### src/participation_sqrt_impact_slippage_defines.svh
// ---------------------------------------------------------------------------
// Assertion macros for the participation slippage block
// Shared property forms, clocked by clock and disabled during reset.
// ---------------------------------------------------------------------------
`ifndef PARTICIPATION_SQRT_IMPACT_SLIPPAGE_DEFINES_SVH
`define PARTICIPATION_SQRT_IMPACT_SLIPPAGE_DEFINES_SVH

// The consequent holds in the same cycle as the antecedent.
`define PSIS_ASSERT_NOW(lbl, pre, post, msg) \
   lbl: assert property (@(posedge clock) disable iff (reset) (pre) |-> (post)) \
      else $error(msg);

// The consequent holds in the cycle after the antecedent.
`define PSIS_ASSERT_NEXT(lbl, pre, post, msg) \
   lbl: assert property (@(posedge clock) disable iff (reset) (pre) |=> (post)) \
      else $error(msg);

`endif

### src/psis_mul.sv
// ---------------------------------------------------------------------------
// psis_mul
// Pipelined multiplier that adds one 16-bit slice of the second operand
// per stage, with sideband.
// ---------------------------------------------------------------------------
`default_nettype none

module psis_mul #(
   parameter int A_W    = 16,
   parameter int B_W    = 16,
   parameter int SIDE_W = 1
) (
   input  wire logic              clock,
   input  wire logic              reset,
   input  wire logic              adv,
   input  wire logic              in_valid,
   input  wire logic [A_W-1:0]    in_a,
   input  wire logic [B_W-1:0]    in_b,
   input  wire logic [SIDE_W-1:0] in_side,
   output logic                   out_valid,
   output logic [A_W+B_W-1:0]     out_prod,
   output logic [SIDE_W-1:0]      out_side
);

   localparam int CW   = 16;
   localparam int NC   = (B_W + CW - 1) / CW;
   localparam int BP_W = NC * CW;
   localparam int AC_W = A_W + BP_W;

   logic              stg_vld  [NC+1];
   logic [AC_W-1:0]   stg_acc  [NC+1];
   logic [SIDE_W-1:0] stg_side [NC+1];
   logic [A_W-1:0]    stg_a    [NC];
   logic [BP_W-1:0]   stg_b    [NC];

   assign stg_vld[0]  = in_valid;
   assign stg_acc[0]  = '0;
   assign stg_side[0] = in_side;
   assign stg_a[0]    = in_a;
   assign stg_b[0]    = BP_W'(in_b);

   for (genvar g = 0; g < NC; g++) begin : g_stage
      logic [CW-1:0]     slice;
      logic [A_W+CW-1:0] pp;
      logic              vld_ff;
      logic [AC_W-1:0]   acc_ff;
      logic [SIDE_W-1:0] side_ff;

      assign slice = stg_b[g][g*CW +: CW];
      assign pp    = stg_a[g] * slice;

      always_ff @(posedge clock) begin
         if (reset) begin
            vld_ff <= 1'b0;
         end else if (adv) begin
            vld_ff <= stg_vld[g];
         end
      end

      always_ff @(posedge clock) begin
         if (adv) begin
            acc_ff  <= stg_acc[g] + (AC_W'(pp) << (g * CW));
            side_ff <= stg_side[g];
         end
      end

      assign stg_vld[g+1]  = vld_ff;
      assign stg_acc[g+1]  = acc_ff;
      assign stg_side[g+1] = side_ff;

      if (g < NC-1) begin : g_carry
         logic [A_W-1:0]  a_ff;
         logic [BP_W-1:0] b_ff;
         always_ff @(posedge clock) begin
            if (adv) begin
               a_ff <= stg_a[g];
               b_ff <= stg_b[g];
            end
         end
         assign stg_a[g+1] = a_ff;
         assign stg_b[g+1] = b_ff;
      end
   end

   assign out_valid = stg_vld[NC];
   assign out_prod  = stg_acc[NC][A_W+B_W-1:0];
   assign out_side  = stg_side[NC];

endmodule

`default_nettype wire

### config.mk
export PLATFORM = sky130hd
export DESIGN_NAME = psis_mul
export DESIGN_NICKNAME = d
export VERILOG_FILES = /design/src/participation_sqrt_impact_slippage_defines.svh /design/src/psis_mul.sv
export SDC_FILE = /design/constraint.sdc
export NUM_CORES = 1
export LEC_CHECK = 0
export BUFFER_PORTS_ARGS = -buffer_cell sky130_fd_sc_hd__buf_2
export CORE_ASPECT_RATIO = 1.25
export CORE_UTILIZATION = 60
export CTS_CLUSTER_SIZE = 20
export DETAILED_ROUTE_END_ITERATION = 12
export GPL_TIMING_DRIVEN = 1
export PLACE_DENSITY = 0.91
export SLEW_MARGIN = 20
export SYNTH_ARGS = -nofsm -noshare
export SYNTH_HDL_FRONTEND = slang
export SYNTH_SLANG_ARGS = --single-unit
### constraint.sdc
create_clock -name clock -period 8 [get_ports clock]
set_input_delay 0.4 -clock clock [delete_from_list [all_inputs] [get_ports clock]]
set_output_delay 0.4 -clock clock [all_outputs]
set_load 0.01 [all_outputs]
# Word level (Yosys, flattened, before mapping)
# Index checks and enable logic that the tools add are counted.
totals:
  out_inout_bits: 34
  word_cells: 4
  register_bits: 34
  input_bits: 37
op_classes:
  multipliers: 1
op_table:
  columns: ["cell", "count"]
  rows:
  - ["16-bit by 16-bit multiplier with 32-bit output", 1]

# Depth between registers and ports, before layout
logic_depth:
  ltp_word: 1
  depth_mapped: 21
  ltp_nobuf: 19

# Worst setup path after synthesis
# No wires, ideal clock.
synth_timing:
  path_type: "input -> register"
  startpoint: "input in_b[1]"
  endpoint: "register g_stage[0].acc_ff[29], in the netlist out_prod[29], data pin"
  t_required_ps: 7738
  slack_ps: 2289
  n_path_buf: 2
  setup_ps: 262
  cell_stages: 18
  t_arrival_ps: 5449
  cell_sequence: "clkbuf_1 -> nand2_1 -> fa_1 -> fa_1 -> inv_1 -> fa_1 -> fa_1 -> fa_1 -> inv_1 -> fa_1 -> inv_1 -> ha_1 -> clkbuf_1 -> nand2_1 -> or4_1 -> a31oi_2 -> a211oi_1 -> xnor2_1"
synth_between:
  elab_chain_len: 1
synth_lines:
  columns: ["element", "line_no", "text"]
  rows:
  - ["from (decl)", "psis_mul.sv:18", "input wire logic [B_W-1:0] in_b,"]
  - ["16-bit by 16-bit multiplier with 32-bit output", "psis_mul.sv:50", "assign pp = stg_a[g] * slice;"]
  - ["named net g_stage[0].pp[29]", "psis_mul.sv:44", "logic [A_W+CW-1:0] pp;"]
  - ["to (signal assigned)", "psis_mul.sv:62", "acc_ff <= stg_acc[g] + (AC_W'(pp) << (g * CW));"]
  - ["to (decl)", "psis_mul.sv:46", "logic [AC_W-1:0] acc_ff;"]
# The timed path passes the listed nets, and every way through them passes these cells.
# A chain may end at the register's enable or synchronous reset.

# Worst setup path after layout
layout_timing:
  startpoint: "input in_b[7]"
  endpoint: "register g_stage[0].acc_ff[28], in the netlist out_prod[28], data pin"
# Same word-level chain as after synthesis.

==> results.txt <==
----------------------------------------------------
[Synth]
  Per-instance average area after synthesis ... 9.26 um2
  Net count of the mapped netlist ... 1386
  Complex-gate fraction of the synthesized area ... 6.21%
  Most used DFF post-synth ... sky130_fd_sc_hd__edfxtp_1
  Simple-gate area share of the yosys netlist ... 17.2%
  Main combinational cell family by area after synthesis ... adder cells
  Most common cell in the synthesized netlist ... sky130_fd_sc_hd__inv_1
  Post-synthesis register bit count ... 34
  Post-synthesis sequential area ratio ... 10.4%
  Synth Warn # ... 0
  Most area-hungry cell type in the Yosys netlist ... sky130_fd_sc_hd__fa_1
  Synth async-reset ratio ... 0%
  Synth unique cells ... 52
  Cell area after synthesis ... 9730 um2
  Biggest area contributors in the synthesized netlist ... sky130_fd_sc_hd__fa_1 (40%), sky130_fd_sc_hd__ha_1 (13%), sky130_fd_sc_hd__edfxtp_1 (10%), sky130_fd_sc_hd__inv_1 (8.6%), sky130_fd_sc_hd__and2_1 (8.0%)
  Fraction of synthesized cell area in xor and xnor cells ... 2.43%
  Arithmetic-cell share of the synthesized area counting full adders, half adders and majority gates ... 53.3%
  Most common library cells after synthesis ... sky130_fd_sc_hd__inv_1 (222), sky130_fd_sc_hd__fa_1 (194), sky130_fd_sc_hd__nand2_1 (161)
  Instance count of the mapped netlist ... 1051
  Post-synth top area share ... 39.9%
  Portion of netlist area occupied by mux cells ... 0.206%
  EDFF count, synth ... 33

[Finish]
  Count of filler cells inserted in the layout ... 1226
  Diode count ... 0
  Register Area ... 1010 um2
  Fraction of final layout cells with drive strength greater than 1 ... 8.01%
  # nets final ... 1420
  Post-synthesis to final-layout area growth ... 6.07%
  Multi-input gate area in the final layout ... 7720 um2

[Timing]
  Relative slew slack ... 49.5%
  Minimum clock period after layout ... 5.93 ns
  Max Fclk ... 169 MHz
  Final Hold Viols ... 0
  Final setup violation count ... 0
  Final total negative setup slack ... 0 ns
  Post-route fraction of the period consumed by the critical path ... 74.1%
  Unrepaired setup endpoints after global routing ... no
  Slew of the pin with the lowest slew margin ... 0.758 ns
  Clock Skews ... 0 ns
  Final Max Slew Viols ... 0

[Worst hold path]
  Tightest Hold Check Type ... in -> reg
  Worst Hold Depth ... 2
  Startpoint of the most critical hold path ... reset
  Worst Hold End ... out_valid

[Placed design]
  Port Buffer Count ... 70
  DPL Wire Length ... 18100 um
  Routability congestion estimate from global placement ... 0.950

[Route]
  Count of unresolved DRC violations after routing ... 0
  Final wirelength ... 22400 um
  Starting DRT DRC Count ... 459
  Total number of vias ... 7438
  Average wire per cell in the routed design ... 17.3 um
  Final antenna-violating net count ... 0
  Detailed-router iteration count before antenna repair ... 5
  Per-cell via count in the routed design ... 5.73

[Floorplan]
  Std cell rows ... 51
  Placeable core region ... 15700 um2
  Vertical die dimension ... 144 um
  Overall die area ... 16700 um2
  Initial standard-cell utilization of the core ... 62.0%
  Die width ... 116 um
  Number of top-level pins ... 71

[Clocking]
  CTS hold repair buffers ... 0
  Clock tree from TritonCTS ... built
  Register clock-pin slew on the reported worst setup and hold paths ... 0.06 ns
  CTS Buf Count ... 5
  Sink Count ... 34
  Post-cts resize count ... 0
  Setup repair bufs after CTS ... 0
  Depth of the CTS H-tree ... 2
  Insertion delay of the later-clocked pin in the worst-skew pair ... 0.28 ns
  Master cell of the clock root buffer ... sky130_fd_sc_hd__clkbuf_16
  Clock Tree Buf Depth ... 2

[Setup path]
  Critical Path Fanout Max ... 16
  Worst EP arrival ... 6.00 ns
  Worst path required time ... 8.07 ns
  Setup Crit Path Kind ... in -> reg
  Reg-to-Reg End ... out_valid
  Worst reg-to-reg path cell count ... 2
  Largest stage delay on the critical path ... 0.55 ns
  Cell with the largest stage delay on the worst path ... sky130_fd_sc_hd__fa_1
  Cell repeated most along the worst path ... sky130_fd_sc_hd__fa_1
  Launching element type of the critical path ... input port
  Launch point of the worst reg-to-reg path ... out_valid
  Crit-path cells ... buf_2 > nand2_1 > fa_1 > inv_1 > fa_1 > inv_1 > fa_1 > inv_1 > fa_1 > fa_1 > inv_1 > fa_1 > inv_1 > ha_1 > nand2_1 > nor3_1 > o21ai_0 > a21boi_0 > o21ai_0 > o311ai_0
  CP Capture Type ... register
  Reg-to-reg setup timing slack ... 7.42 ns

[GRT]
  GR peak layer ... met2
  Final global-route overflow total ... 0
  Number of global-route vias before repair ... 8166
  Pin count of the biggest net entering global routing ... 35
  Wire length of the first global-routing pass ... 37400 um
  Combined global-route utilization of all metal layers ... 29.1%
  Met3 capacity usage during global routing ... 3.27%
  Met2 Track Usage GR ... 54.9%
  Grt met1 use ... 32.3%
  Number of antenna violations at the first check in global routing ... 0

[Outcome]
  Run status ... finished clean

[Flow run]
  Max-cap check violation count ... 0

----------------------------------------------------
==> routing by layer <==
layer / part of all wire, % / up-vias
li1: - / 3280
met4: 4.5 / 0
met5: 0 / -
met1: 34 / 3740
met2: 55 / 337
met3: 6.2 / 81
==> stage by stage <==
step / hold WS [ns] / cells / setup WS, ns / area [um2] / utilization (%)
floorplan: 0.472 / 1051 / 2.29 / 9730 / -
global placement: 0.469 / 1290 / 2.05 / 10200 / 64.8
detailed placement: 0.486 / 1290 / 1.85 / 10200 / 64.8
CTS: 0.270 / 1298 / 2.14 / 10300 / 65.8
global route: 0.282 / 1298 / 1.84 / 10300 / 65.8
finish: 0.270 / 1298 / 2.07 / 10300 / 65.8
==> sequential cells by signal (all words and copies together), names as in the netlist <==
signal,cells
out_prod,32
out_side,1
out_valid,1
==> critical path: cells and delay by family <==
kind	cells	cell delay [ns]
buf+inv	6	0.54
fa+ha+maj	7	3.40
compound gates	4	1.13
simple gates	3	0.51
==> worst max path at each step <==
stage             from      endpoint  cells after the start
2_1_floorplan  in_b[1]  out_prod[29]                     18
3_3_place_gp   in_b[7]  out_prod[29]                     19
3_5_place_dp   in_b[7]  out_prod[28]                     20
4_1_cts        in_b[7]  out_prod[28]                     20
5_1_grt        in_b[7]  out_prod[28]                     20
6_report       in_b[7]  out_prod[28]                     20
==> cells by family (layout without fill, tap and decap cells) <==
family | after synthesis | after routing
compound gates | 91 | 91
xor+xnor | 27 | 27
fa+ha+maj | 298 | 298
buf+inv | 265 | 300
flops | 34 | 34
mux | 2 | 2
simple gates | 334 | 334
==> layout make-up <==
class | count | area share, %
multi-input combinational | 752 | 74.7
sequential | 34 | 9.79
inverter | 222 | 8.07
timing repair buffer | 70 | 3.39
tap | 212 | 2.57
clock buffer | 7 | 1.38
clock inverter | 1 | 0.0485
==> placed cells by master (no fill, tap or decap), types with 6 or more instances in the layout <==
cell type | netlist | routed
sky130_fd_sc_hd__a21oi_1 | 33 | 33
sky130_fd_sc_hd__nor2_1 | 13 | 13
sky130_fd_sc_hd__inv_1 | 222 | 222
sky130_fd_sc_hd__xor2_1 | 9 | 9
sky130_fd_sc_hd__edfxtp_1 | 33 | 33
sky130_fd_sc_hd__a21o_1 | 10 | 10
sky130_fd_sc_hd__and2_1 | 125 | 125
sky130_fd_sc_hd__buf_2 | 3 | 70
sky130_fd_sc_hd__fa_1 | 194 | 194
sky130_fd_sc_hd__nand4_1 | 6 | 6
sky130_fd_sc_hd__ha_1 | 104 | 104
sky130_fd_sc_hd__xnor2_1 | 18 | 18
sky130_fd_sc_hd__nand2_1 | 161 | 161
sky130_fd_sc_hd__nand3_1 | 9 | 9
sky130_fd_sc_hd__o21ai_0 | 17 | 17
Power is left out: the tool's default activity adds up to more than one toggle a clock period on the data nets, which glitch-free logic cannot reach.
