===== src/participation_sqrt_impact_slippage_defines.svh =====
// ---------------------------------------------------------------------------
// Assertion macros for the participation slippage block
// Shared property forms, clocked by clock and disabled during reset.
// ---------------------------------------------------------------------------
`ifndef PARTICIPATION_SQRT_IMPACT_SLIPPAGE_DEFINES_SVH
`define PARTICIPATION_SQRT_IMPACT_SLIPPAGE_DEFINES_SVH

// The consequent holds in the same cycle as the antecedent.
`define PSIS_ASSERT_NOW(lbl, pre, post, msg) \
   lbl: assert property (@(posedge clock) disable iff (reset) (pre) |-> (post)) \
      else $error(msg);

// The consequent holds in the cycle after the antecedent.
`define PSIS_ASSERT_NEXT(lbl, pre, post, msg) \
   lbl: assert property (@(posedge clock) disable iff (reset) (pre) |=> (post)) \
      else $error(msg);

`endif


===== src/psis_sqrt.sv =====
// ---------------------------------------------------------------------------
// psis_sqrt
// Pipelined integer square root, one root bit per stage, with sideband.
// ---------------------------------------------------------------------------
`default_nettype none

module psis_sqrt #(
   parameter int IN_W   = 8,
   parameter int SIDE_W = 1,
   parameter int OUT_W  = (IN_W + 1) / 2
) (
   input  wire logic              clock,
   input  wire logic              reset,
   input  wire logic              adv,
   input  wire logic              in_valid,
   input  wire logic [IN_W-1:0]   in_rad,
   input  wire logic [SIDE_W-1:0] in_side,
   output logic                   out_valid,
   output logic [OUT_W-1:0]       out_root,
   output logic [SIDE_W-1:0]      out_side
);

   localparam int PAD_W = 2 * OUT_W;
   localparam int REM_W = OUT_W + 2;
   localparam int SH_W  = OUT_W + 4;

   logic              stg_vld  [OUT_W+1];
   logic [OUT_W-1:0]  stg_res  [OUT_W+1];
   logic [SIDE_W-1:0] stg_side [OUT_W+1];
   logic [REM_W-1:0]  stg_rem  [OUT_W];
   logic [PAD_W-1:0]  stg_rad  [OUT_W];

   assign stg_vld[0]  = in_valid;
   assign stg_res[0]  = '0;
   assign stg_side[0] = in_side;
   assign stg_rem[0]  = '0;
   assign stg_rad[0]  = PAD_W'(in_rad);

   for (genvar g = 0; g < OUT_W; g++) begin : g_stage
      logic [SH_W-1:0]   sh;
      logic [SH_W-1:0]   trial;
      logic [SH_W-1:0]   diff;
      logic              ge;
      logic              vld_ff;
      logic [OUT_W-1:0]  res_ff;
      logic [SIDE_W-1:0] side_ff;

      assign sh    = {stg_rem[g], stg_rad[g][PAD_W-1:PAD_W-2]};
      assign trial = SH_W'({stg_res[g], 2'b01});
      assign ge    = sh >= trial;
      assign diff  = sh - trial;

      always_ff @(posedge clock) begin
         if (reset) begin
            vld_ff <= 1'b0;
         end else if (adv) begin
            vld_ff <= stg_vld[g];
         end
      end

      always_ff @(posedge clock) begin
         if (adv) begin
            res_ff  <= {stg_res[g][OUT_W-2:0], ge};
            side_ff <= stg_side[g];
         end
      end

      assign stg_vld[g+1]  = vld_ff;
      assign stg_res[g+1]  = res_ff;
      assign stg_side[g+1] = side_ff;

      if (g < OUT_W-1) begin : g_carry
         logic [REM_W-1:0] rem_ff;
         logic [PAD_W-1:0] rad_ff;
         always_ff @(posedge clock) begin
            if (adv) begin
               rem_ff <= ge ? diff[REM_W-1:0] : sh[REM_W-1:0];
               rad_ff <= {stg_rad[g][PAD_W-3:0], 2'b00};
            end
         end
         assign stg_rem[g+1] = rem_ff;
         assign stg_rad[g+1] = rad_ff;
      end
   end

   assign out_valid = stg_vld[OUT_W];
   assign out_root  = stg_res[OUT_W];
   assign out_side  = stg_side[OUT_W];

endmodule

`default_nettype wire


===== config.mk =====
export PLATFORM = sky130hd
export DESIGN_NAME = psis_sqrt
export DESIGN_NICKNAME = d
export VERILOG_FILES = /design/src/participation_sqrt_impact_slippage_defines.svh /design/src/psis_sqrt.sv
export SDC_FILE = /design/constraint.sdc
export NUM_CORES = 1
export LEC_CHECK = 0
export BUFFER_PORTS_ARGS = -buffer_cell sky130_fd_sc_hd__buf_2
export CORE_MARGIN = 3
export CORE_UTILIZATION = 50
export CTS_CLUSTER_DIAMETER = 120
export DETAILED_ROUTE_END_ITERATION = 10
export PLACE_DENSITY = 0.69
export RECOVER_POWER = 50
export SYNTH_ARGS = -nofsm -noshare
export SYNTH_HDL_FRONTEND = slang
export SYNTH_SLANG_ARGS = --single-unit

===== constraint.sdc =====
create_clock -name clock -period 5.6 [get_ports clock]
set_input_delay 0.28 -clock clock [delete_from_list [all_inputs] [get_ports clock]]
set_output_delay 0.28 -clock clock [all_outputs]
set_load 0.01 [all_outputs]

# Yosys cells after proc, flatten, opt, wreduce, memory -nomap -nowiden
# Cells that the tools add are included.
[word_totals]
register_bits = 45
in_bits = 13
[classes]
add_sub_neg = 3
magnitude_cmp = 4
n_mux = 3
[ops]
columns = ["operator", "count"]
rows = [
  ["$mux W6", 2],
  ["$ge A8 B3 Y1", 1],
  ["$ge A8 B4 Y1", 1],
  ["$ge A8 B5 Y1", 1],
  ["$sub A6 B3 Y6", 1],
  ["$sub A6 B4 Y6", 1],
  ["$sub A2 B1 Y3 const B", 1],
  ["$ge A2 B1 Y1 const B", 1],
  ["$mux W2", 1],
]

# Longest topological paths before layout
# Gate-level depths: netlist (run 1).
[logic_depth]
depth_word = 2
ltp_mapped = 8

# Worst setup path after synthesis (run 1)
# Ideal clock, no wire load.
[synth_path]
path_kind = "reg2reg"
startpoint = "reg g_stage[1].g_carry.rem_ff[2]"
endpoint = "reg g_stage[2].g_carry.rem_ff[2] (data pin)"
setup_time_ps = 260
arrival_ps = 1657
t_required_ps = 5340
path_slack_ps = 3683
path_stages_with_launch = 6
n_path_buf = 1
synth_period_minus_slack_ps = 1917
cell_sequence = "edfxtp_1 > or4_1 > a31oi_1 > nor2b_2 > buf_6 > mux2_4"
[synth_via]
elab_chain_cells = 2
[synth_lines]
columns = ["element", "line", "text"]
rows = [
  ["start: declaration", "psis_sqrt.sv:73", "logic [REM_W-1:0] rem_ff;"],
  ["start signal: assignment", "psis_sqrt.sv:77", "rem_ff <= ge ? diff[REM_W-1:0] : sh[REM_W-1:0];"],
  ["$ge A8 B4 Y1", "psis_sqrt.sv:50", "assign ge = sh >= trial;"],
  ["$mux W6", "psis_sqrt.sv:77", ""],
  ["end signal: assignment", "psis_sqrt.sv:77", ""],
  ["end: declaration", "psis_sqrt.sv:73", ""],
]
# Every way passes these cells.
# A chain may end at the register's enable or synchronous reset.

==> metrics.md, run 1 <==
| Metric | Value |
|---|---|
| CTS sink count | 45 |
| Setup CP Type | primary input to register |
| Initial antenna violation count | 0 |
| PostCTS Resize Cnt | 0 |
| Placer congestion estimate | 0.862 |
| CTS root buf | clkbuf_8 |
| CTS tree | yes |
| Crit path time final | about 2.1 ns |
| H-tree depth | 2 |
| Post-CTS Setup Bufs | 0 |
| TritonRoute pass-1 iters | 4 |
| Sequential share of the synthesized area | 0.701 |
| Switching part of the total | 0.215 |
| Total wire length | 2470 um |
| Number of global-route vias before repair | just over 1k |
| Synth warn | 0 |
| Row count | 21 |
| Starting Density | 0.540 |
| Mapped Cells | ~130 |
| Die ar. | 4510 um^2 |
| Num ports | 19 |
| Fillcell total | about 290 |
| Pint | 571 uW |
| Worst-Skew Late Latency | around 0.29 ns |
| PD cells | 345 nW/um^2 |
| Final ANT Viol Nets | 0 |
| Maximum VDD drop | 208 uV |
| Gate power share | 0.103 |
| Worst-margin pin slew | 2.32 ns |
| Worst Setup Start Kind | primary input |
| Detailed-route via count | 1004 |
| Clock tree buffer depth | 2 |
| Sequential Power Share | 0.570 |
| Worst slew margin | -0.549 |
| Vias per cell | just over 5 |
| Fin util | 0.608 |
| Yosys reg bits | 45 |
| Setup crit end kind | register |
| Max Cap Violations | 1 |
| Ys flop type | edfxtp_1 |
| Gr usage total | 0.131 |
| Number of port buffers | 18 |
| Psw | approximately 160 uW |
| Syn-to-layout area delta | 12.7% |
| Status | complete, but fails checks |
| Max Fclk | 468 MHz |
| TritonCTS buffer count | 5 |
| Avg WL per Cell | 12.7 um |
| Post-synthesis cell type count | 31 |
| Critical Path AT | roughly 2.3 ns |
| Syn_nets | about 150 |
| Setup TNS | 0 ns |
| N_diodes | 0 |
| Failing checks | capacitance limit, slew limit |
| Post-DP HPWL | 1780 um |
| Ys async rst share | 0 |
| Final Cycle Share | 0.382 |
| Crit Path Max Fanout | 45 |
| DR DRC count | 0 |
| Min-delay worst type | primary input to register |
| Remaining Overflow, GRT | 0 |
| First-pass GRT wire length | slightly above 4000 um |
| Detailed Route Iter0 Violations | 41 |
| Average size of a mapped cell | around 15 um^2 |
| Fin. Hold Viols | 0 |
| Hold_buf cts | 0 |
| Final setup violating endpoints | 0 |
| Layout cells sized above 1 | 0.168 |
| Pin count of the biggest net entering global routing | 46 |
| Fin nets | approximately 170 |
| Cell Area, Synth | 1870 um^2 |
| Die Span Y | between 60 and 70 um |
| Core area | 3470 um^2 |
| Worst Clk Skew | 0.00721 ns |
| CP Data Required Time | between 5 and 6 ns |
| Die W | approximately 67 um |
| Clock power share | 0.327 |
| Unrepaired setup endpoints after global routing | false |
| Leak Pwr | 0.814 nW |
| Count of pins over their slew limit | 46 |
| Clock slew at reported path FFs | 0.08 ns |
| EDFF count, synth | 41 |
==> final timing paths <==
check	cells after the start	endpoint	from	slack, ns
min	1	g_stage[0].g_carry.rad_ff[6]	in_rad[4]	0.15
max	3	g_stage[0].vld_ff	adv	3.46
min reg2reg	0	g_stage[2].g_carry.rad_ff[6]	g_stage[1].g_carry.rad_ff[4]	0.43
max reg2reg	4	g_stage[2].g_carry.rem_ff[2]	g_stage[1].g_carry.rem_ff[2]	3.48
==> cells in the mapped netlist, types with 2 or more instances <==
| master | instances | area (um^2) |
|---|---|---|
| edfxtp_1 | 41 | 1230 |
| inv_1 | 13 | 48.8 |
| ha_1 | 11 | 138 |
| nor2_1 | 10 | 37.5 |
| o21ai_0 | 6 | 30.0 |
| a21oi_1 | 5 | 25.0 |
| mux2i_1 | 5 | 50.1 |
| dfxtp_1 | 4 | 80.1 |
| xnor2_1 | 4 | 35.0 |
| nor3_1 | 3 | 15.0 |
| mux2_4 | 2 | 30.0 |
| nor2b_1 | 2 | 12.5 |
==> layout by cell type (no fill, tap or decap) <==
cell type	netlist	final
a21boi_0	1	1
a21o_2	1	1
a21oi_1	5	5
a31oi_1	1	1
and2_0	0	1
buf_2	0	10
bufinv_16	0	1
clkbuf_1	1	8
clkbuf_8	0	5
clkinv_4	0	1
clkinvlp_4	0	1
conb_1	1	1
dfxtp_1	4	4
edfxtp_1	41	41
ha_1	11	11
inv_1	13	13
mux2_4	2	2
mux2i_1	5	5
nand2_1	1	1
nand2b_1	1	1
nand3b_1	1	1
nor2_1	10	10
nor2b_1	2	2
nor2b_2	1	1
nor3_1	3	3
nor4_1	1	1
o21a_1	1	1
o21ai_0	6	6
o31ai_1	1	1
o31ai_2	1	1
or2_2	1	1
or4_1	1	1
or4_2	1	1
xnor2_1	4	4
xor2_1	1	1
==> layout make-up <==
type                       instances  area, um^2  share of cell area
sequential                        45        1310               0.622
multi-input combinational         65         497               0.235
timing repair buffer              18        80.1              0.0380
clock buffer                       5        68.8              0.0326
tap                               46        57.6              0.0273
inverter                          13        48.8              0.0231
clock inverter                     3        46.3              0.0219
==> logic make-up (layout without fill, tap and decap cells) <==
kind of cell,Yosys count,after routing,synth area share
multiplexers,7,7,0.0428
adder cells (fa/ha/maj),11,11,0.0735
buffers and inverters,15,39,0.0341
other,1,1,0.00200
XOR/XNOR,5,5,0.0234
AND/OR/NAND/NOR,24,24,0.0675
AO/OA/AOI/OAI,17,17,0.0562
flip-flops,45,45,0.701
==> metrics by stage <==
step                power [mW]  std cells  cell area [um^2]  hold WS, ns  setup slack (ns)
floorplan                0.471        125              1870        0.352              3.68
global placement         0.492        187              2000        0.400              3.58
detailed placement       0.498        187              2000        0.405              3.51
CTS                      0.737        195              2120        0.137              3.48
global route             0.764        195              2110        0.137              3.21
finish                   0.728        195              2110        0.153              3.46
==> power by group through the flow <==
stage / clock network, mW / registers [mW] / logic, mW
3_3_place_gp: 0 / 0.420 / 0.0712
5_1_grt: 0.261 / 0.418 / 0.0846
2_1_floorplan: 0 / 0.419 / 0.0523
3_5_place_dp: 0 / 0.422 / 0.0759
6_report: 0.238 / 0.415 / 0.0747
4_1_cts: 0.246 / 0.415 / 0.0763
==> layer usage <==
layer,global-route usage,vias up,wire [um]
li1,-,494,-
met1,0.120,483,943
met2,0.249,21,1380
met3,0.0499,6,105
met4,0.0633,0,45
met5,0,-,0
==> state kept, by name (all words and copies together) (netlist names) <==
register                count
out_valid                   1
g_stage.res_ff              6
g_stage.g_carry.rad_ff     12
g_stage.vld_ff              3
g_stage.g_carry.rem_ff     15
g_stage.side_ff             3
out_side                    1
out_root                    4
==> worst max-delay path, stage by stage <==
cell,delay (ns)
clkbuf_1,1.63
mux2i_1,0.33
nor2_1,0.07
Power figures use the tool's default switching activity.
==> run 2: changes to the inputs <==
- clock period: 5.6 -> 2.2 ns (I/O delays scaled with it)
==> run 2 against run 1 <==
The flow now finishes without violations; setup slack got worse by 3.3 ns; core utilization increased by 2.1 points; via count increased by 0.40%; wire length decreased by 0.12%; die area unchanged; clock-buffer cell count increased by 1; sequential share of layout area decreased by 2.1 points; critical path depth increased by 1; cell area increased by 3.4%; sequential cell count unchanged; first-iteration DRC count increased by 51%.
==> metrics.md, run 2 (synthesis gave the netlist of run 1 again) <==
| Metric | Value |
|---|---|
| Max Cap Violations | 0 (-1) |
| Count of pins over their slew limit | 0 (-100%) |
| Final setup violating endpoints | 0 (unchanged) |
| Initial antenna violation count | 0 (unchanged) |
| Setup crit end kind | register |
| Min-delay worst type | primary input to register |
| RR Endpoint | g_stage[2].g_carry.rem_ff[3] |
| Critical Path Sink | g_stage[2].g_carry.rem_ff[3] |
| Avg WL per Cell | 12.1 um (-4.5%) |
| TritonRoute pass-1 iters | 4 (unchanged) |
| Largest Register | g_stage.g_carry.rem_ff |
| Die W | 67.2 um (unchanged) |
| Commonest non-fill, non-tap cell in the layout | edfxtp_1 |
| Final Cycle Share | 0.916 |
| CTS root buf | clkbuf_8 |
| Critical Path AT | 2.05 ns (-0.27 ns) |
| Number of port buffers | 18 (unchanged) |
| Total wire length | 2470 um (-0.12%) |
| Leak Pwr | 0.865 nW (+6.2%) |
| TritonCTS buffer count | 5 (unchanged) |
| Remaining Overflow, GRT | 0 (unchanged) |
| Status | completed |
| Core area | 3470 um^2 (unchanged) |
| Sequential Power Share | 0.615 (+0.045) |
| H-tree depth | 2 (unchanged) |
| CP Data Required Time | 2.24 ns (-3.54 ns) |
| N_diodes | 0 (unchanged) |
| Clock tree buffer depth | 2 (unchanged) |
| CTS sink count | 45 (unchanged) |
| First-pass GRT wire length | 4060 um (-2.1%) |
| PD cells | 786 nW/um^2 (+130%) |
| CTS tree | yes |
| Worst slew margin | 0.174 (+0.723) |
| Clock power share | 0.266 (-0.061) |
| Worst Setup Start Kind | register |
| Most frequent cells in the layout | 41 x edfxtp_1, 16 x buf_2, 13 x inv_1 |
| Die Span Y | 67.2 um (unchanged) |
| Detailed Route Iter0 Violations | 62 (+51%) |
| Met3 Wirelength | 120 um (+14%) |
| Clock slew at reported path FFs | 0.07 ns (about the same) |
| Area of the multi-input gates | 497 um^2 (unchanged) |
| Reg2reg start | g_stage[1].g_carry.rem_ff[2] |
| Syn-to-layout area delta | 16.6% |
| Post-CTS Setup Bufs | 0 (unchanged) |
| Pin count of the biggest net entering global routing | 25 (-46%) |
| Max Fclk | 496 MHz |
| Fin nets | 181 (+5.2%) |
| Crit Path Max Fanout | 5 (-89%) |
| Worst Setup SP | g_stage[1].g_carry.rem_ff[2] |
| Die ar. | 4510 um^2 (unchanged) |
| Post-DP HPWL | 1770 um (-0.72%) |
| Number of flip-flops in the largest register | 15 (unchanged) |
| Fin. Hold Viols | 0 (unchanged) |
| Gr usage total | 0.124 (-0.00735) |
| Post-DP Area | 2030 um^2 (+1.4%) |
| Maximum VDD drop | 475 uV (+130%) |
| Detailed-route via count | 1008 (+0.40%) |
| Pint | 1.35 mW (+140%) |
| Worst reg-to-reg setup slack | 0.18 ns (-3.30 ns) |
| Row count | 21 (unchanged) |
| DR DRC count | 0 (unchanged) |
| Psw | 368 uW (+140%) |
| Vias per cell | 4.94 (-4.0%) |
| Worst-Skew Late Latency | 0.28 ns (about the same) |
| Wl on met1 | 925 um (-1.9%) |
| Reg2Reg Depth | 4 (unchanged) |
| Number of global-route vias before repair | 1020 (-1.3%) |
| Switching part of the total | 0.215 (-0.000432) |
| PostCTS Resize Cnt | 0 (unchanged) |
| Worst Clk Skew | 0.00609 ns (-0.00112 ns) |
| Layout cells sized above 1 | 0.203 (+0.0347) |
| Crit path time final | 2.02 ns |
| Finished layout cell area | 2180 um^2 (+3.4%) |
| Unrepaired setup endpoints after global routing | false |
| Worst-margin pin slew | 1.24 ns (-1.08 ns) |
| Fillcell total | 282 (-2.4%) |
| Starting Density | 0.540 (unchanged) |
| Largest registers | g_stage.g_carry.rem_ff (15), g_stage.g_carry.rad_ff (12), g_stage.res_ff (6) |
| Final ANT Viol Nets | 0 (unchanged) |
| Gate power share | 0.119 (+0.016) |
| Hold_buf cts | 6 (+6) |
| Setup TNS | 0 ns (unchanged) |
| Flip-flop and latch area | 1310 um^2 (unchanged) |
| Setup CP Type | register to register |
| Top Metal Used | met4 |
| Placer congestion estimate | 0.850 (-1.4%) |
| Num ports | 19 (unchanged) |
| Met2 Wirelength | 1390 um (+0.65%) |
==> run 2: cell count changes in the layout (fill, tap and decap cells not counted), sizes merged <==
cell	before	now
clkinv	1	2
clkinvlp	1	0
bufinv	1	0
dlygate4sd3	0	7
clkbuf	13	8
buf	10	18
==> run 2: stage by stage <==
stage / std cells / hold WS (ns) / utilization / setup slack [ns] / power (mW)
after detailed placement: 189 / 0.288 / 0.586 / 0.195 / 1.27
after global routing: 204 / 0.0148 / 0.629 / 0.0679 / 1.81
after CTS: 203 / 0.00207 / 0.627 / 0.186 / 1.74
final: 204 / 0.0222 / 0.629 / 0.185 / 1.72
after floorplan: 125 / 0.182 / - / 0.283 / 1.20
after global placement: 189 / 0.287 / 0.586 / 0.233 / 1.26
==> run 2: worst min-delay path by stage <==
stage,startpoint,end,cells after the start
2_1_floorplan,reset,g_stage[0].vld_ff,1
3_3_place_gp,in_rad[3],g_stage[0].g_carry.rad_ff[5],1
3_5_place_dp,in_rad[3],g_stage[0].g_carry.rad_ff[5],1
4_1_cts,in_rad[0],g_stage[0].g_carry.rad_ff[2],1
5_1_grt,reset,g_stage[0].vld_ff,2
6_report,reset,g_stage[1].vld_ff,2
==> run 2: area by class of cell <==
class	instances	area share
timing repair buffer	27	0.0849
tap	46	0.0264
sequential	45	0.601
clock buffer	6	0.0333
multi-input combinational	65	0.228
clock inverter	2	0.00459
inverter	13	0.0224
==> run 2: metal layers <==
metal	up-vias	GRT usage
met5	-	0
met4	0	0.0532
met3	5	0.0466
met2	24	0.232
met1	467	0.120
li1	512	-
==> run 2: power groups by stage <==
stage | registers, mW | clock network (mW) | logic [mW]
after floorplan | 1.07 | 0 | 0.133
after global placement | 1.07 | 0 | 0.186
after detailed placement | 1.07 | 0 | 0.195
after CTS | 1.05 | 0.478 | 0.204
after global routing | 1.06 | 0.515 | 0.233
final | 1.05 | 0.457 | 0.204
==> run 2: worst max-delay path: stages, from the launching register on <==
cell	delay (ns)
edfxtp_1	0.43
or4_1	0.53
a31oi_1	0.19
nor2b_2	0.30
mux2_4	0.32
==> run 3: changes to the inputs <==
- PLACE_DENSITY: 0.69 -> 0.8
==> run 3 against run 2 <==
Cell area grew 1.5%; highest routed layer unchanged; clock skew down 0.0046 ns; fmax decreased by 4.0%; largest power group unchanged; largest cell class unchanged; hold slack worse by 0.0060 ns; sequential cell count unchanged.
==> metrics.md, run 3 (synthesis gave the netlist of run 1 again) <==
| Metric | Value |
|---|---|
| Status | completed |
| Number of global-route vias before repair | 999 (-2.1%) |
| Remaining Overflow, GRT | 0 (unchanged) |
| Starting Density | 0.540 (unchanged) |
| Crit path time final | 2.10 ns (+0.0847 ns) |
| Gate power share | 0.104 (-0.015) |
| Final ANT Viol Nets | 0 (unchanged) |
| Total wire length | 2490 um (+0.85%) |
| Fin util | 0.639 (+0.00974) |
| Count of pins over their slew limit | 0 (unchanged) |
| Worst Setup Start Kind | register |
| Switching part of the total | 0.202 (-0.0131) |
| Detailed Route Iter0 Violations | 66 (+6.5%) |
| Num ports | 19 (unchanged) |
| Final Cycle Share | 0.954 (+0.0385) |
| Pint | 1.57 mW (+17%) |
| Gr usage total | 0.126 (+0.00228) |
| Worst Clk Skew | 0.00152 ns (-0.00457 ns) |
| Initial antenna violation count | 0 (unchanged) |
| Final Worst Setup Slack | 0.100 ns (-0.0847 ns) |
| TritonCTS buffer count | 5 (unchanged) |
| Hold path cells | 2 (unchanged) |
| Worst slew margin | 0.277 (+0.103) |
| TritonRoute pass-1 iters | 5 (+1) |
| Clock tree buffer depth | 2 (unchanged) |
| Max Fclk | 476 MHz (-4.0%) |
| Fin nets | 180 (-0.55%) |
| CTS root buf | clkbuf_8 |
| Placed cell count | 188 (-0.53%) |
| Worst-Skew Late Latency | 0.29 ns (about the same) |
| Die ar. | 4510 um^2 (unchanged) |
| Core area | 3470 um^2 (unchanged) |
| Most frequent cells in the layout | 41 x edfxtp_1, 16 x buf_2, 13 x inv_1 |
| Post-DP HPWL | 1740 um (-1.6%) |
| Number of flip-flops in the largest register | 15 (unchanged) |
| Setup TNS | 0 ns (unchanged) |
| Crit Path Max Fanout | 6 (+1) |
| Row count | 21 (unchanged) |
| Setup crit end kind | register |
| Fin. Hold Viols | 0 (unchanged) |
| Critical Path AT | 2.15 ns (+0.10 ns) |
| Min-delay worst type | primary input to register |
| CTS sink count | 45 (unchanged) |
| Max Cap Violations | 0 (unchanged) |
| Largest registers | g_stage.g_carry.rem_ff (15), g_stage.g_carry.rad_ff (12), g_stage.res_ff (6) |
| Syn-to-layout area delta | 18.4% |
| Pre-CTS setup slack | 0.0832 ns (-0.112 ns) |
| Sequential Power Share | 0.535 (-0.080) |
| Worst-margin pin slew | 1.08 ns (-0.155 ns) |
| CTS tree | yes |
| Unrepaired setup endpoints after global routing | false |
| Die Span Y | 67.2 um (unchanged) |
| Psw | 398 uW (+8.0%) |
| Layout cells sized above 1 | 0.204 (+0.00129) |
| Commonest non-fill, non-tap cell in the layout | edfxtp_1 |
| Post-CTS Setup Bufs | 0 (unchanged) |
| First-pass GRT wire length | 4090 um (+0.84%) |
| Largest Register | g_stage.g_carry.rem_ff |
| Clock power share | 0.361 (+0.095) |
| N_diodes | 0 (unchanged) |
| Detailed-route via count | 1025 (+1.7%) |
| Vias per cell | 5.05 (+2.2%) |
| Fin cells | 203 (-0.49%) |
| Number of port buffers | 18 (unchanged) |
| Die W | 67.2 um (unchanged) |
| Pin count of the biggest net entering global routing | 46 (+84%) |
| Reg2Reg Depth | 4 (unchanged) |
| Placer congestion estimate | 0.858 (+0.93%) |
| Finished layout cell area | 2220 um^2 (+1.5%) |
| DR DRC count | 0 (unchanged) |
| Final setup violating endpoints | 0 (unchanged) |
| Avg WL per Cell | 12.3 um (+1.3%) |
| Fillcell total | 258 (-8.5%) |
| CP Data Required Time | 2.25 ns (about the same) |
| H-tree depth | 2 (unchanged) |
| PD cells | 890 nW/um^2 (+13%) |
| Maximum VDD drop | 550 uV (+16%) |
| Clock slew at reported path FFs | 0.08 ns (about the same) |
| Setup CP Type | register to register |
| Post-DP Area | 2010 um^2 (-0.99%) |
| Leak Pwr | 0.879 nW (+1.6%) |
-- run 3: routing by layer --
metal  GRT usage  vias up  routed length [um]
li1            -      511                   -
met1       0.121      481                 982
met2       0.228       28                1340
met3      0.0516        5                 127
met4      0.0658        0                  45
met5           0        -                   0
-- run 3: path summary, 6_finish.rpt --
path / to / slack, ns / from
min reg2reg: g_stage[2].g_carry.rad_ff[7] / 0.43 / g_stage[1].g_carry.rad_ff[5]
min: g_stage[0].vld_ff / 0.02 / reset
max: g_stage[2].g_carry.rem_ff[2] / 0.10 / g_stage[1].g_carry.rem_ff[2]
max reg2reg: g_stage[2].g_carry.rem_ff[2] / 0.10 / g_stage[1].g_carry.rem_ff[2]
-- run 3: what timing repair did --
action | 4_1_cts | 5_1_grt
hold endpoints to repair | 7 | 0
hold buffers | 7 | 0
resized for setup | 0 | 1
setup endpoints to repair | 0 | 2
-- run 3: area by class of cell --
| class | count | area [um^2] | area share |
|---|---|---|---|
| repair buffers | 26 | 163 | 0.0734 |
| flip-flops and latches | 45 | 1310 | 0.592 |
| well taps | 46 | 57.6 | 0.0260 |
| multi-input cells | 65 | 502 | 0.226 |
| inverters | 13 | 48.8 | 0.0220 |
| clock inverters | 3 | 65.1 | 0.0294 |
| clock buffers | 5 | 68.8 | 0.0311 |
-- run 3: critical path: stages (launching register included) --
cell,delay (ns)
edfxtp_1,0.45
or4_1,0.55
a31oi_1,0.24
nor2b_4,0.30
mux2_4,0.31
-- run 3: power groups by stage --
stage	clock network, mW	logic [mW]	registers (mW)
floorplan	0	0.133	1.07
global placement	0	0.182	1.07
detailed placement	0	0.194	1.08
CTS	0.727	0.203	1.06
global route	0.754	0.230	1.06
finish	0.712	0.205	1.06
-- run 3: stage by stage --
step	hold slack, ns	total power, mW
floorplan	0.182	1.20
global placement	0.286	1.25
detailed placement	0.288	1.27
CTS	0.00502	1.99
global route	0.0115	2.05
finish	0.0161	1.97
